<file path="src/sv/ucfr_pkg.sv">
// ----------------------------------------------------------------------------
// ucfr_pkg
// Shared types and constants of the UART command frame receiver.
// ----------------------------------------------------------------------------
package ucfr_pkg;

  localparam int unsigned BYTE_W  = 8;
  localparam int unsigned DATA_W  = 32;
  localparam int unsigned CMD_W   = 3;
  localparam int unsigned Q_DEPTH = 2;
  localparam int unsigned Q_PTR_W = (Q_DEPTH > 1) ? $clog2(Q_DEPTH) : 1;
  localparam int unsigned Q_CNT_W = $clog2(Q_DEPTH + 1);

  localparam logic [DATA_W-1:0] PERIOD_RESET = 32'd7200;
  localparam logic [DATA_W-1:0] REBOOT_RESET = 32'd3600;

  localparam logic [CMD_W-1:0] CMD_TIME     = 3'd0;
  localparam logic [CMD_W-1:0] CMD_ON       = 3'd1;
  localparam logic [CMD_W-1:0] CMD_OFF      = 3'd2;
  localparam logic [CMD_W-1:0] CMD_RESERVED = 3'd3;
  localparam logic [CMD_W-1:0] CMD_REBOOT   = 3'd4;
  localparam logic [CMD_W-1:0] CMD_WAKEUP   = 3'd5;

  localparam logic [BYTE_W-1:0] CH_COLON   = 8'h3A;
  localparam logic [BYTE_W-1:0] CH_NEWLINE = 8'h0A;
  localparam logic [BYTE_W-1:0] CH_T       = 8'h74;
  localparam logic [BYTE_W-1:0] CH_P       = 8'h70;
  localparam logic [BYTE_W-1:0] CH_S       = 8'h73;
  localparam logic [BYTE_W-1:0] CH_C       = 8'h63;
  localparam logic [BYTE_W-1:0] CH_R       = 8'h72;
  localparam logic [BYTE_W-1:0] CH_W       = 8'h77;

  typedef struct packed {
    logic [CMD_W-1:0]  cmd;
    logic [DATA_W-1:0] value;
  } frame_t;

  typedef struct packed {
    logic             hit;
    logic [CMD_W-1:0] code;
  } letter_t;

  function automatic letter_t letter_code(input logic [BYTE_W-1:0] b);
    letter_t res;
    res.hit  = 1'b1;
    res.code = CMD_TIME;
    unique case (b)
      CH_T:    res.code = CMD_TIME;
      CH_P:    res.code = CMD_ON;
      CH_S:    res.code = CMD_OFF;
      CH_C:    res.code = CMD_RESERVED;
      CH_R:    res.code = CMD_REBOOT;
      CH_W:    res.code = CMD_WAKEUP;
      default: res.hit  = 1'b0;
    endcase
    return res;
  endfunction

endpackage

</file>
<file path="src/sv/ucfr_front.sv">
// ----------------------------------------------------------------------------
// ucfr_front
// Byte parser: tracks the frame position, gathers the data bytes and pushes
// one frame beat into the queue on a good terminator.
// ----------------------------------------------------------------------------
module ucfr_front (
  input  logic                        clk,
  input  logic                        rst_n,
  input  logic                        in_valid,
  output logic                        in_ready,
  input  logic [ucfr_pkg::BYTE_W-1:0] in_rx_byte,
  input  logic                        q_full,
  output logic                        q_push,
  output ucfr_pkg::frame_t            q_wdata
);
  import ucfr_pkg::*;

  typedef enum logic [6:0] {
    S_CMD   = 7'b0000001,
    S_COLON = 7'b0000010,
    S_D0    = 7'b0000100,
    S_D1    = 7'b0001000,
    S_D2    = 7'b0010000,
    S_D3    = 7'b0100000,
    S_END   = 7'b1000000
  } pos_t;

  pos_t              pos_r, pos_nxt;
  logic [CMD_W-1:0]  pend_r, pend_nxt;
  logic [DATA_W-1:0] shift_r, shift_nxt;
  logic              accept;
  letter_t           letter;

  assign in_ready = !q_full;
  assign accept   = in_valid && in_ready;
  assign letter   = letter_code(in_rx_byte);

  always_comb begin
    pos_nxt   = pos_r;
    pend_nxt  = pend_r;
    shift_nxt = shift_r;
    q_push    = 1'b0;
    if (accept) begin
      unique case (pos_r)
        S_CMD: begin
          if (letter.hit) begin
            pend_nxt = letter.code;
            pos_nxt  = S_COLON;
          end
        end
        S_COLON: begin
          pos_nxt = (in_rx_byte == CH_COLON) ? S_D0 : S_CMD;
        end
        S_D0, S_D1, S_D2, S_D3: begin
          if (in_rx_byte == CH_NEWLINE) begin
            pos_nxt   = S_CMD;
            shift_nxt = '0;
          end else begin
            shift_nxt = {shift_r[DATA_W-BYTE_W-1:0], in_rx_byte};
            pos_nxt   = pos_t'({pos_r[5:0], 1'b0});
          end
        end
        S_END: begin
          pos_nxt = S_CMD;
          if (in_rx_byte == CH_NEWLINE) begin
            q_push = 1'b1;
          end else begin
            shift_nxt = '0;
          end
        end
        default: begin
          pos_nxt   = S_CMD;
          shift_nxt = '0;
        end
      endcase
    end
  end

  assign q_wdata.cmd   = pend_r;
  assign q_wdata.value = shift_r;

  always_ff @(posedge clk) begin
    if (!rst_n) begin
      pos_r   <= S_CMD;
      pend_r  <= CMD_TIME;
      shift_r <= '0;
    end else begin
      pos_r   <= pos_nxt;
      pend_r  <= pend_nxt;
      shift_r <= shift_nxt;
    end
  end

endmodule

</file>
<file path="src/sv/ucfr_queue.sv">
// ----------------------------------------------------------------------------
// ucfr_queue
// Short frame queue between the parser and the settings stage.
// ----------------------------------------------------------------------------
module ucfr_queue (
  input  logic             clk,
  input  logic             rst_n,
  input  logic             push,
  input  ucfr_pkg::frame_t wdata,
  output logic             full,
  input  logic             pop,
  output logic             valid,
  output ucfr_pkg::frame_t rdata
);
  import ucfr_pkg::*;

  frame_t             mem_r [Q_DEPTH];
  logic [Q_PTR_W-1:0] wptr_r, wptr_nxt;
  logic [Q_PTR_W-1:0] rptr_r, rptr_nxt;
  logic [Q_CNT_W-1:0] cnt_r, cnt_nxt;
  logic               do_push, do_pop;

  assign full    = (cnt_r == Q_CNT_W'(Q_DEPTH));
  assign valid   = (cnt_r != '0);
  assign rdata   = mem_r[rptr_r];
  assign do_push = push && !full;
  assign do_pop  = pop && valid;

  always_comb begin
    wptr_nxt = wptr_r;
    rptr_nxt = rptr_r;
    cnt_nxt  = cnt_r;
    if (do_push) begin
      wptr_nxt = (wptr_r == Q_PTR_W'(Q_DEPTH - 1)) ? '0 : wptr_r + 1'b1;
    end
    if (do_pop) begin
      rptr_nxt = (rptr_r == Q_PTR_W'(Q_DEPTH - 1)) ? '0 : rptr_r + 1'b1;
    end
    if (do_push && !do_pop) begin
      cnt_nxt = cnt_r + 1'b1;
    end else if (do_pop && !do_push) begin
      cnt_nxt = cnt_r - 1'b1;
    end
  end

  always_ff @(posedge clk) begin
    if (do_push) begin
      mem_r[wptr_r] <= wdata;
    end
  end

  always_ff @(posedge clk) begin
    if (!rst_n) begin
      wptr_r <= '0;
      rptr_r <= '0;
      cnt_r  <= '0;
    end else begin
      wptr_r <= wptr_nxt;
      rptr_r <= rptr_nxt;
      cnt_r  <= cnt_nxt;
    end
  end

endmodule

</file>
<file path="src/sv/ucfr_back.sv">
// ----------------------------------------------------------------------------
// ucfr_back
// Settings stage: applies each frame to the held settings and presents the
// result beat in an output register.
// ----------------------------------------------------------------------------
module ucfr_back (
  input  logic                        clk,
  input  logic                        rst_n,
  input  logic                        q_valid,
  input  ucfr_pkg::frame_t            q_rdata,
  output logic                        q_pop,
  output logic                        out_valid,
  input  logic                        out_ready,
  output logic [ucfr_pkg::CMD_W-1:0]  out_command,
  output logic [ucfr_pkg::DATA_W-1:0] out_value,
  output logic [ucfr_pkg::DATA_W-1:0] out_on_period_out,
  output logic [ucfr_pkg::DATA_W-1:0] out_off_period_out,
  output logic [ucfr_pkg::DATA_W-1:0] out_reboot_out,
  output logic [ucfr_pkg::DATA_W-1:0] out_wakeup_out
);
  import ucfr_pkg::*;

  logic              vld_r;
  logic [DATA_W-1:0] on_r, on_nxt;
  logic [DATA_W-1:0] off_r, off_nxt;
  logic [DATA_W-1:0] reboot_r, reboot_nxt;
  logic [DATA_W-1:0] wake_r, wake_nxt;
  logic [CMD_W-1:0]  cmd_r;
  logic [DATA_W-1:0] value_r, on_o_r, off_o_r, reboot_o_r, wake_o_r;

  assign q_pop = q_valid && (!vld_r || out_ready);

  always_comb begin
    on_nxt     = on_r;
    off_nxt    = off_r;
    reboot_nxt = reboot_r;
    wake_nxt   = wake_r;
    if (q_pop) begin
      case (q_rdata.cmd)
        CMD_ON:     on_nxt     = q_rdata.value;
        CMD_OFF:    off_nxt    = q_rdata.value;
        CMD_REBOOT: reboot_nxt = q_rdata.value;
        CMD_WAKEUP: wake_nxt   = q_rdata.value;
        default:    ;
      endcase
    end
  end

  always_ff @(posedge clk) begin
    if (!rst_n) begin
      vld_r    <= 1'b0;
      on_r     <= PERIOD_RESET;
      off_r    <= PERIOD_RESET;
      reboot_r <= REBOOT_RESET;
      wake_r   <= PERIOD_RESET;
    end else begin
      if (q_pop) begin
        vld_r <= 1'b1;
      end else if (out_ready) begin
        vld_r <= 1'b0;
      end
      on_r     <= on_nxt;
      off_r    <= off_nxt;
      reboot_r <= reboot_nxt;
      wake_r   <= wake_nxt;
    end
  end

  always_ff @(posedge clk) begin
    if (q_pop) begin
      cmd_r      <= q_rdata.cmd;
      value_r    <= q_rdata.value;
      on_o_r     <= on_nxt;
      off_o_r    <= off_nxt;
      reboot_o_r <= reboot_nxt;
      wake_o_r   <= wake_nxt;
    end
  end

  assign out_valid          = vld_r;
  assign out_command        = cmd_r;
  assign out_value          = value_r;
  assign out_on_period_out  = on_o_r;
  assign out_off_period_out = off_o_r;
  assign out_reboot_out     = reboot_o_r;
  assign out_wakeup_out     = wake_o_r;

endmodule

</file>
<file path="src/sv/uart_command_frame_receiver.sv">
// ----------------------------------------------------------------------------
// uart_command_frame_receiver
// Recognizes 7-byte command frames in a stream of serial bytes.
// ----------------------------------------------------------------------------
// One received byte is taken per beat, every cycle, and each byte is parsed
// in the cycle it arrives. A frame is a letter (t, p, s, c, r, w), ':', four
// data bytes most significant first and a newline; a complete frame gives
// one result beat with the command code, the 32-bit value and the held
// on-period, off-period, reboot and wakeup settings after the frame. The
// result passes through the two-entry frame queue and then the settings
// stage's output register on its way out. Input is stalled only while the
// queue is full, i.e. when two finished frames are still waiting on a
// stalled result channel.
module uart_command_frame_receiver (
  input  logic                        clk,
  input  logic                        rst_n,
  input  logic                        in_valid,
  output logic                        in_ready,
  input  logic [ucfr_pkg::BYTE_W-1:0] in_rx_byte,
  output logic                        out_valid,
  input  logic                        out_ready,
  output logic [ucfr_pkg::CMD_W-1:0]  out_command,
  output logic [ucfr_pkg::DATA_W-1:0] out_value,
  output logic [ucfr_pkg::DATA_W-1:0] out_on_period_out,
  output logic [ucfr_pkg::DATA_W-1:0] out_off_period_out,
  output logic [ucfr_pkg::DATA_W-1:0] out_reboot_out,
  output logic [ucfr_pkg::DATA_W-1:0] out_wakeup_out
);
  import ucfr_pkg::*;

  logic   q_full, q_push, q_pop, q_valid;
  frame_t q_wdata, q_rdata;

  ucfr_front u_front (
    .clk        (clk),
    .rst_n      (rst_n),
    .in_valid   (in_valid),
    .in_ready   (in_ready),
    .in_rx_byte (in_rx_byte),
    .q_full     (q_full),
    .q_push     (q_push),
    .q_wdata    (q_wdata)
  );

  ucfr_queue u_queue (
    .clk   (clk),
    .rst_n (rst_n),
    .push  (q_push),
    .wdata (q_wdata),
    .full  (q_full),
    .pop   (q_pop),
    .valid (q_valid),
    .rdata (q_rdata)
  );

  ucfr_back u_back (
    .clk                (clk),
    .rst_n              (rst_n),
    .q_valid            (q_valid),
    .q_rdata            (q_rdata),
    .q_pop              (q_pop),
    .out_valid          (out_valid),
    .out_ready          (out_ready),
    .out_command        (out_command),
    .out_value          (out_value),
    .out_on_period_out  (out_on_period_out),
    .out_off_period_out (out_off_period_out),
    .out_reboot_out     (out_reboot_out),
    .out_wakeup_out     (out_wakeup_out)
  );

endmodule
</file>
<file path="config.mk">
export PLATFORM = sky130hd
export DESIGN_NAME = uart_command_frame_receiver
export DESIGN_NICKNAME = d
export VERILOG_FILES = /design/src/sv/ucfr_pkg.sv /design/src/sv/ucfr_front.sv /design/src/sv/ucfr_queue.sv /design/src/sv/ucfr_back.sv /design/src/sv/uart_command_frame_receiver.sv
export SDC_FILE = /design/constraint.sdc
export NUM_CORES = 1
export LEC_CHECK = 0
export ABC_AREA = 1
export BUFFER_PORTS_ARGS = -buffer_cell sky130_fd_sc_hd__buf_2
export CAP_MARGIN = 20
export CORE_ASPECT_RATIO = 0.5
export CORE_MARGIN = 2
export CORE_UTILIZATION = 35
export CTS_BUF_LIST = sky130_fd_sc_hd__clkbuf_2 sky130_fd_sc_hd__clkbuf_4 sky130_fd_sc_hd__clkbuf_8
export CTS_CLUSTER_DIAMETER = 50
export DETAILED_ROUTE_END_ITERATION = 10
export PLACE_DENSITY = 0.56
export SYNTH_ARGS = -nofsm -noshare
export SYNTH_HDL_FRONTEND = slang
export SYNTH_SLANG_ARGS = --single-unit
</file>
<file path="constraint.sdc">
create_clock -name clk -period 5.7 [get_ports clk]
set_input_delay 0.285 -clock clk [delete_from_list [all_inputs] [get_ports clk]]
set_output_delay 0.285 -clock clk [all_outputs]
set_load 0.005 [all_outputs]
</file>
# Word-level counts from Yosys, hierarchy flattened
# Memories as Yosys holds them, arrays and structs flattened. A register that Yosys moved wholly into a read port is not among the register bits.
# Cells that the tools add are included.
[classes]
eq_ne = 22
n_mux = 30
n_reduce_logical = 20
n_addsub = 4
bitwise_logic = 1
[op_table]
columns = ["operator", "count"]
rows = [
  ["$mux W32", 10],
  ["$pmux W32 S3", 1],
  ["$eq A8 B7 Y1 const B", 6],
  ["$pmux W7 S3", 1],
  ["$pmux W3 S5", 1],
  ["$mux W7", 2],
  ["$mux W1", 12],
  ["$eq A8 B4 Y1 const B", 1],
  ["$eq A8 B6 Y1 const B", 1],
  ["$eq A7 B1 Y1 const B", 1],
  ["$eq A7 B2 Y1 const B", 1],
  ["$eq A7 B3 Y1 const B", 1],
  ["$eq A7 B4 Y1 const B", 1],
  ["$eq A7 B5 Y1 const B", 1],
  ["$eq A7 B6 Y1 const B", 1],
  ["$eq A7 B7 Y1 const B", 1],
  ["$eq A3 B3 Y1 const B", 2],
  ["$logic_and A1 B1 Y1", 6],
  ["$reduce_and A3 Y1", 2],
  ["$reduce_bool A2 Y1", 3],
  ["$reduce_or A6 Y1", 1],
  ["$logic_not A1 Y1", 4],
  ["$mux W2", 2],
  ["$reduce_or A4 Y1", 1],
  ["13 further kinds", 14],
]
[word_totals]
n_memories = 1
regBits = 338
ramBits = 70
in_bits = 12
word_cells = 95
[mem_list]
columns = ["memory", "words", "width", "read_ports", "rd_ports_with_merged_regs", "wr", "line_no", "source"]
rows = [
  ["u_queue.mem_r", 2, 35, 1, 1, 1, "ucfr_queue.sv:17", "frame_t mem_r [Q_DEPTH];"],
]

# Depth between registers and ports, before layout
[depth]
ltp_word = 9
ltp_mapped = 11
depth_no_buf = 11

# Cells and area by module
# Synthesis repeated with hierarchy kept, for this count alone.
[unflattened]
cells_unflattened = 1640
area_unflattened_um2 = 16231.8
[by_module_without_submodules]
columns = ["module", "area_per_inst_um2", "instances", "seq_area_each_um2", "cells_each"]
rows = [
  ["ucfr_back", 10819.1, 1, 7477.2, 1134],
  ["ucfr_queue", 2925.3, 1, 2202.1, 146],
  ["ucfr_front", 2487.4, 1, 840.8, 360],
]

# Worst setup path before layout
# No wires, ideal clock.
[synth_timing]
path_type = "reg-to-reg"
from = "register u_back.vld_r (netlist: u_back.out_valid)"
to = "register with a tool-made name"
path_slack_ps = 1240
stages_incl_launch_ff = 6
arrival_time_ps = 4337
setup_time_ps = 123
cell_sequence = "dfxtp_1 > nand2_1 > o21ai_2 > inv_1 > o21ai_0 > a21oi_1"
[synth_rtl]
columns = ["item", "line_no", "source"]
rows = [
  ["start: declaration", "ucfr_back.sv:23", "logic vld_r;"],
  ["start signal: assignment", "ucfr_back.sv:51", "vld_r <= 1'b0;"],
  ["start signal: assignment", "ucfr_back.sv:58", "vld_r <= 1'b1;"],
  ["start signal: assignment", "ucfr_back.sv:60", "vld_r <= 1'b0;"],
]

==> run_summary.xml <==
<?xml version="1.0" encoding="UTF-8"?>
<metrics>
  <group name="setup_path">
    <metric name="regToRegSetupSlack" unit="ns">2.33</metric>
    <metric name="critical_path_data_required_time" unit="ns">6.07</metric>
    <metric name="setup.worst_path.start_class" unit="">flop</metric>
    <metric name="worstPathArrival" unit="ns">3.74</metric>
    <metric name="cp_slowest_stage_delay" unit="ns">0.76</metric>
    <metric name="ff2ff_path_depth" unit="">8</metric>
    <metric name="criticalPathCategory" unit="">reg -&gt; reg</metric>
    <metric name="cp_slowest_cell" unit="">sky130_fd_sc_hd__nand2_2</metric>
    <metric name="critical_path_peak_fanout" unit="">33</metric>
    <metric name="worst_setup_path_end_kind" unit="">flop</metric>
    <metric name="timing.critical_path.cells" unit="">buf_4, o21ai_0, nor2_1, nand2_2, inv_2, or2_2, o21ai_1, inv_1</metric>
    <metric name="worstReg2RegEnd" unit="">u_back.out_off_period_out[31]</metric>
  </group>
  <group name="grt">
    <metric name="globalRouteOverflowTotal" unit="">0</metric>
    <metric name="grt_first_pass_wirelength" unit="um">54020</metric>
    <metric name="gr-usage-all-layers" unit="%">15.26</metric>
    <metric name="via_count_of_the_first_global_routing_pass" unit="">9238</metric>
    <metric name="grt_max_degree" unit="">96</metric>
    <metric name="antenna_found_initial" unit="">0</metric>
  </group>
  <group name="routing">
    <metric name="detail_route.wirelength" unit="um">35050</metric>
    <metric name="detail_route.wl_per_cell" unit="um">15.70</metric>
    <metric name="routed_via_density" unit="">4.342</metric>
    <metric name="remaining_antenna_violation_count" unit="">0</metric>
    <metric name="drtPass1Iterations" unit="">5</metric>
    <metric name="route.vias.total" unit="">9696</metric>
    <metric name="dr.first_iter.drc_count" unit="">642</metric>
    <metric name="drc_errors" unit="">0</metric>
  </group>
  <group name="clock_tree">
    <metric name="insertion_delay" unit="ns">0.64</metric>
    <metric name="post_cts_setup_repair_buffer_count" unit="">0</metric>
    <metric name="h_tree_level_count" unit="">2</metric>
    <metric name="tritoncts" unit="">built</metric>
    <metric name="clk_root_buffer_cell" unit="">sky130_fd_sc_hd__clkbuf_8</metric>
    <metric name="cts_bufs_inserted" unit="">58</metric>
    <metric name="clk_pin_slew_worst_paths" unit="ns">0.07</metric>
    <metric name="clock_tree.buffer_depth" unit="">3</metric>
    <metric name="cts.sink_count" unit="">409</metric>
  </group>
  <group name="hold_path">
    <metric name="hold_path_depth" unit="">4</metric>
    <metric name="worstHoldEndpoint" unit="">u_front.pos_r[1]</metric>
    <metric name="launch_point_of_the_worst_hold_path" unit="">in_valid</metric>
    <metric name="hold_path.class" unit="">in -&gt; reg</metric>
  </group>
  <group name="floorplanning">
    <metric name="floorplan.initialDensity" unit="%">35.34</metric>
    <metric name="floorplan.die_area" unit="sq um">45660</metric>
    <metric name="number_of_placed_i_o_pins" unit="">177</metric>
    <metric name="die_span_in_y" unit="um">152.1</metric>
    <metric name="die_x" unit="um">300.2</metric>
    <metric name="fp.coreArea" unit="sq um">43440</metric>
    <metric name="floorplan.rows" unit="">54</metric>
  </group>
  <group name="timing">
    <metric name="report.final.slew_viol_count" unit="">0</metric>
    <metric name="setup_total_negative_slack" unit="ns">0</metric>
    <metric name="rsz0062_at_grt" unit="">false</metric>
    <metric name="finClkSkew" unit="ns">0.02886</metric>
    <metric name="fin_crit" unit="ns">3.373</metric>
    <metric name="slew-limit-headroom" unit="%">31.14</metric>
    <metric name="final.period_utilization" unit="%">59.18</metric>
    <metric name="setup_violations" unit="">0</metric>
    <metric name="clock.fmax" unit="MHz">296.4</metric>
    <metric name="final_hold_vios" unit="">0</metric>
    <metric name="tightestPinTransition" unit="ns">1.029</metric>
  </group>
  <group name="power">
    <metric name="clock_power_share" unit="%">24.3</metric>
    <metric name="power_frac_seq" unit="%">46.9</metric>
    <metric name="static-leakage-power" unit="nW">8.327</metric>
    <metric name="power.net_switching" unit="mW">3.327</metric>
    <metric name="power.density_cell_area" unit="nW/um^2">541.1</metric>
    <metric name="total_power" unit="mW">9.771</metric>
    <metric name="p_int" unit="mW">6.444</metric>
    <metric name="netSwitchingFraction" unit="%">34.05</metric>
    <metric name="worst_ir_drop_vdd" unit="mV">0.4538</metric>
    <metric name="p_comb_share" unit="%">28.8</metric>
  </group>
  <group name="synthesis">
    <metric name="count_of_state_elements_after_synthesis" unit="">409</metric>
    <metric name="synthesis.area_per_instance" unit="sq um">11.00</metric>
    <metric name="synth_cell_type_count" unit="">34</metric>
    <metric name="number_of_instances_in_the_synthesized_netlist" unit="">1396</metric>
    <metric name="ys_dominant_reg_cell" unit="">sky130_fd_sc_hd__edfxtp_1</metric>
    <metric name="yosys.area.top_type" unit="">sky130_fd_sc_hd__edfxtp_1</metric>
    <metric name="synthArstFlopShare" unit="%">0</metric>
    <metric name="synth.net_count" unit="">1409</metric>
    <metric name="synth.yosys.warnings" unit="">0</metric>
    <metric name="post_synthesis_cell_area" unit="sq um">15350</metric>
    <metric name="synth_top_area_share" unit="%">45.57</metric>
    <metric name="synth_top_cells_by_area" unit="">sky130_fd_sc_hd__edfxtp_1 (46%), sky130_fd_sc_hd__dfxtp_1 (23%), sky130_fd_sc_hd__inv_1 (5.1%)</metric>
    <metric name="synth.yosys.seq_area_share" unit="%">68.51</metric>
    <metric name="synth-edff-count" unit="">233</metric>
  </group>
  <group name="layout">
    <metric name="mostFrequentLayoutCell" unit="">sky130_fd_sc_hd__edfxtp_1</metric>
    <metric name="highest_count_cells_in_the_layout_ignoring_fill_and_taps" unit="">sky130_fd_sc_hd__edfxtp_1 (233), sky130_fd_sc_hd__inv_1 (206), sky130_fd_sc_hd__nor2_1 (189), sky130_fd_sc_hd__buf_2 (176), sky130_fd_sc_hd__dfxtp_1 (175)</metric>
    <metric name="layout_cells_sized_above_1" unit="%">22.80</metric>
    <metric name="finalNetCount" unit="">1608</metric>
    <metric name="diodes" unit="">0</metric>
    <metric name="num-fill-cells" unit="">4183</metric>
    <metric name="ff_latch_area" unit="sq um">10520</metric>
    <metric name="final_area" unit="sq um">18060</metric>
    <metric name="area_delta_synth_final" unit="%">17.60</metric>
    <metric name="multi_input_area" unit="sq um">3671</metric>
  </group>
  <group name="flow_run">
    <metric name="drv.max_cap_violation_count" unit="">0</metric>
  </group>
  <group name="placed_design">
    <metric name="place.port_buffers" unit="">176</metric>
    <metric name="dpl.hpwl" unit="um">21300</metric>
    <metric name="gpl.final_weighted_congestion" unit="">0.7561</metric>
    <metric name="placement.cell_area" unit="sq um">16750</metric>
  </group>
  <group name="status">
    <metric name="run_status" unit="">finished clean</metric>
  </group>
</metrics>
layout make-up:
cell class | count | share of cell area [%]
Multi-Input combinational cell | 711 | 20.33
Tap cell | 588 | 4.074
Clock inverter | 28 | 1.039
Timing Repair Buffer | 194 | 5.931
Clock buffer | 82 | 5.696
Sequential cell | 409 | 58.27
Inverter | 221 | 4.663
through the flow:
step | hold WS (ns) | util (%) | setup WS, ns | std cells
global placement | 0.4361 | 38.49 | 2.384 | 2113
floorplan | 0.4256 | - | 1.240 | 1396
global route | 0.08341 | 41.56 | 2.109 | 2233
finish | 0.05262 | 41.56 | 2.327 | 2233
detailed placement | 0.4421 | 38.56 | 2.350 | 2114
CTS | 0.01815 | 41.56 | 2.347 | 2233
cells by family after synthesis:
logic type,after synthesis,synth area share [%]
fa+ha+maj,1,0.08147
xor+xnor,1,0.05705
simple gates,510,14.99
mux,30,1.988
buf+inv,276,7.676
compound gates,169,6.690
flops,409,68.51
synthesized netlist by cell type, types with 14 or more instances:
cell type	number
sky130_fd_sc_hd__nand3_1	21
sky130_fd_sc_hd__clkbuf_1	20
sky130_fd_sc_hd__or2_0	18
sky130_fd_sc_hd__buf_2	14
sky130_fd_sc_hd__a21oi_1	39
sky130_fd_sc_hd__or2_1	90
sky130_fd_sc_hd__dfxtp_1	176
sky130_fd_sc_hd__o21ai_2	47
sky130_fd_sc_hd__nor2_1	191
sky130_fd_sc_hd__o21ai_0	17
sky130_fd_sc_hd__nand2_1	159
sky130_fd_sc_hd__edfxtp_1	233
sky130_fd_sc_hd__o21ai_1	64
sky130_fd_sc_hd__inv_1	207
sky130_fd_sc_hd__mux2i_1	26
registers in the layout, summed over array words and instances, names as in the netlist, named ones only:
name / count
u_back.out_command: 3
u_back.reboot_r: 32
u_queue.rptr_r: 1
u_front.pend_r: 3
u_back.wake_r: 32
u_back.out_wakeup_out: 32
u_back.out_value: 32
u_queue.wptr_r: 1
u_back.off_r: 32
u_queue.mem_r: 70
u_front.shift_r: 32
u_queue.cnt_r: 2
u_back.out_reboot_out: 32
u_front.pos_r: 7
u_back.out_on_period_out: 32
u_back.on_r: 32
u_back.out_valid: 1
u_back.out_off_period_out: 32
power groups by stage:
| stage | clock (mW) | combinational, mW | sequential [mW] |
|---|---|---|---|
| 4_1_cts | 2.45 | 2.87 | 4.60 |
| 3_5_place_dp | 0 | 2.85 | 4.66 |
| 6_report | 2.38 | 2.81 | 4.58 |
| 3_3_place_gp | 0 | 2.84 | 4.64 |
| 5_1_grt | 2.58 | 3.19 | 4.67 |
| 2_1_floorplan | 0 | 1.73 | 4.72 |
per-layer routing:
metal | vias to the layer above | GRT usage (%) | wire, um
met1 | 4601 | 21.88 | 17290
met4 | 0 | 4.381 | 730
met5 | - | 0 | 0
li1 | 4872 | - | -
met2 | 168 | 23.47 | 15640
met3 | 55 | 2.974 | 1390
what timing repair did:
item                       4_1_cts  5_1_grt
hold buffers                     9        0
setup endpoints to repair        0        0
hold endpoints to repair         9        0
resized for setup                0        0
worst max-delay path by stage:
stage	cells past startpoint	startpoint	endpoint	slack, ns
final	8	flop	u_back.out_off_period_out[31]	2.33
after global placement	8	flop	u_back.out_off_period_out[0]	2.38
after floorplan	5	u_back.out_valid	flop	1.24
after global routing	8	flop	u_back.out_off_period_out[31]	2.11
after CTS	8	flop	u_back.out_off_period_out[31]	2.35
after detailed placement	8	flop	u_back.out_off_period_out[0]	2.35
critical path: cells and delay by family (launching register included):
kind	cells	cell delay [ns]
AO/OA/AOI/OAI	2	0.46
buffers and inverters	3	0.92
flip-flops	1	0.44
AND/OR/NAND/NOR	3	1.28
No activity file was read; power rests on OpenSTA's default activity.
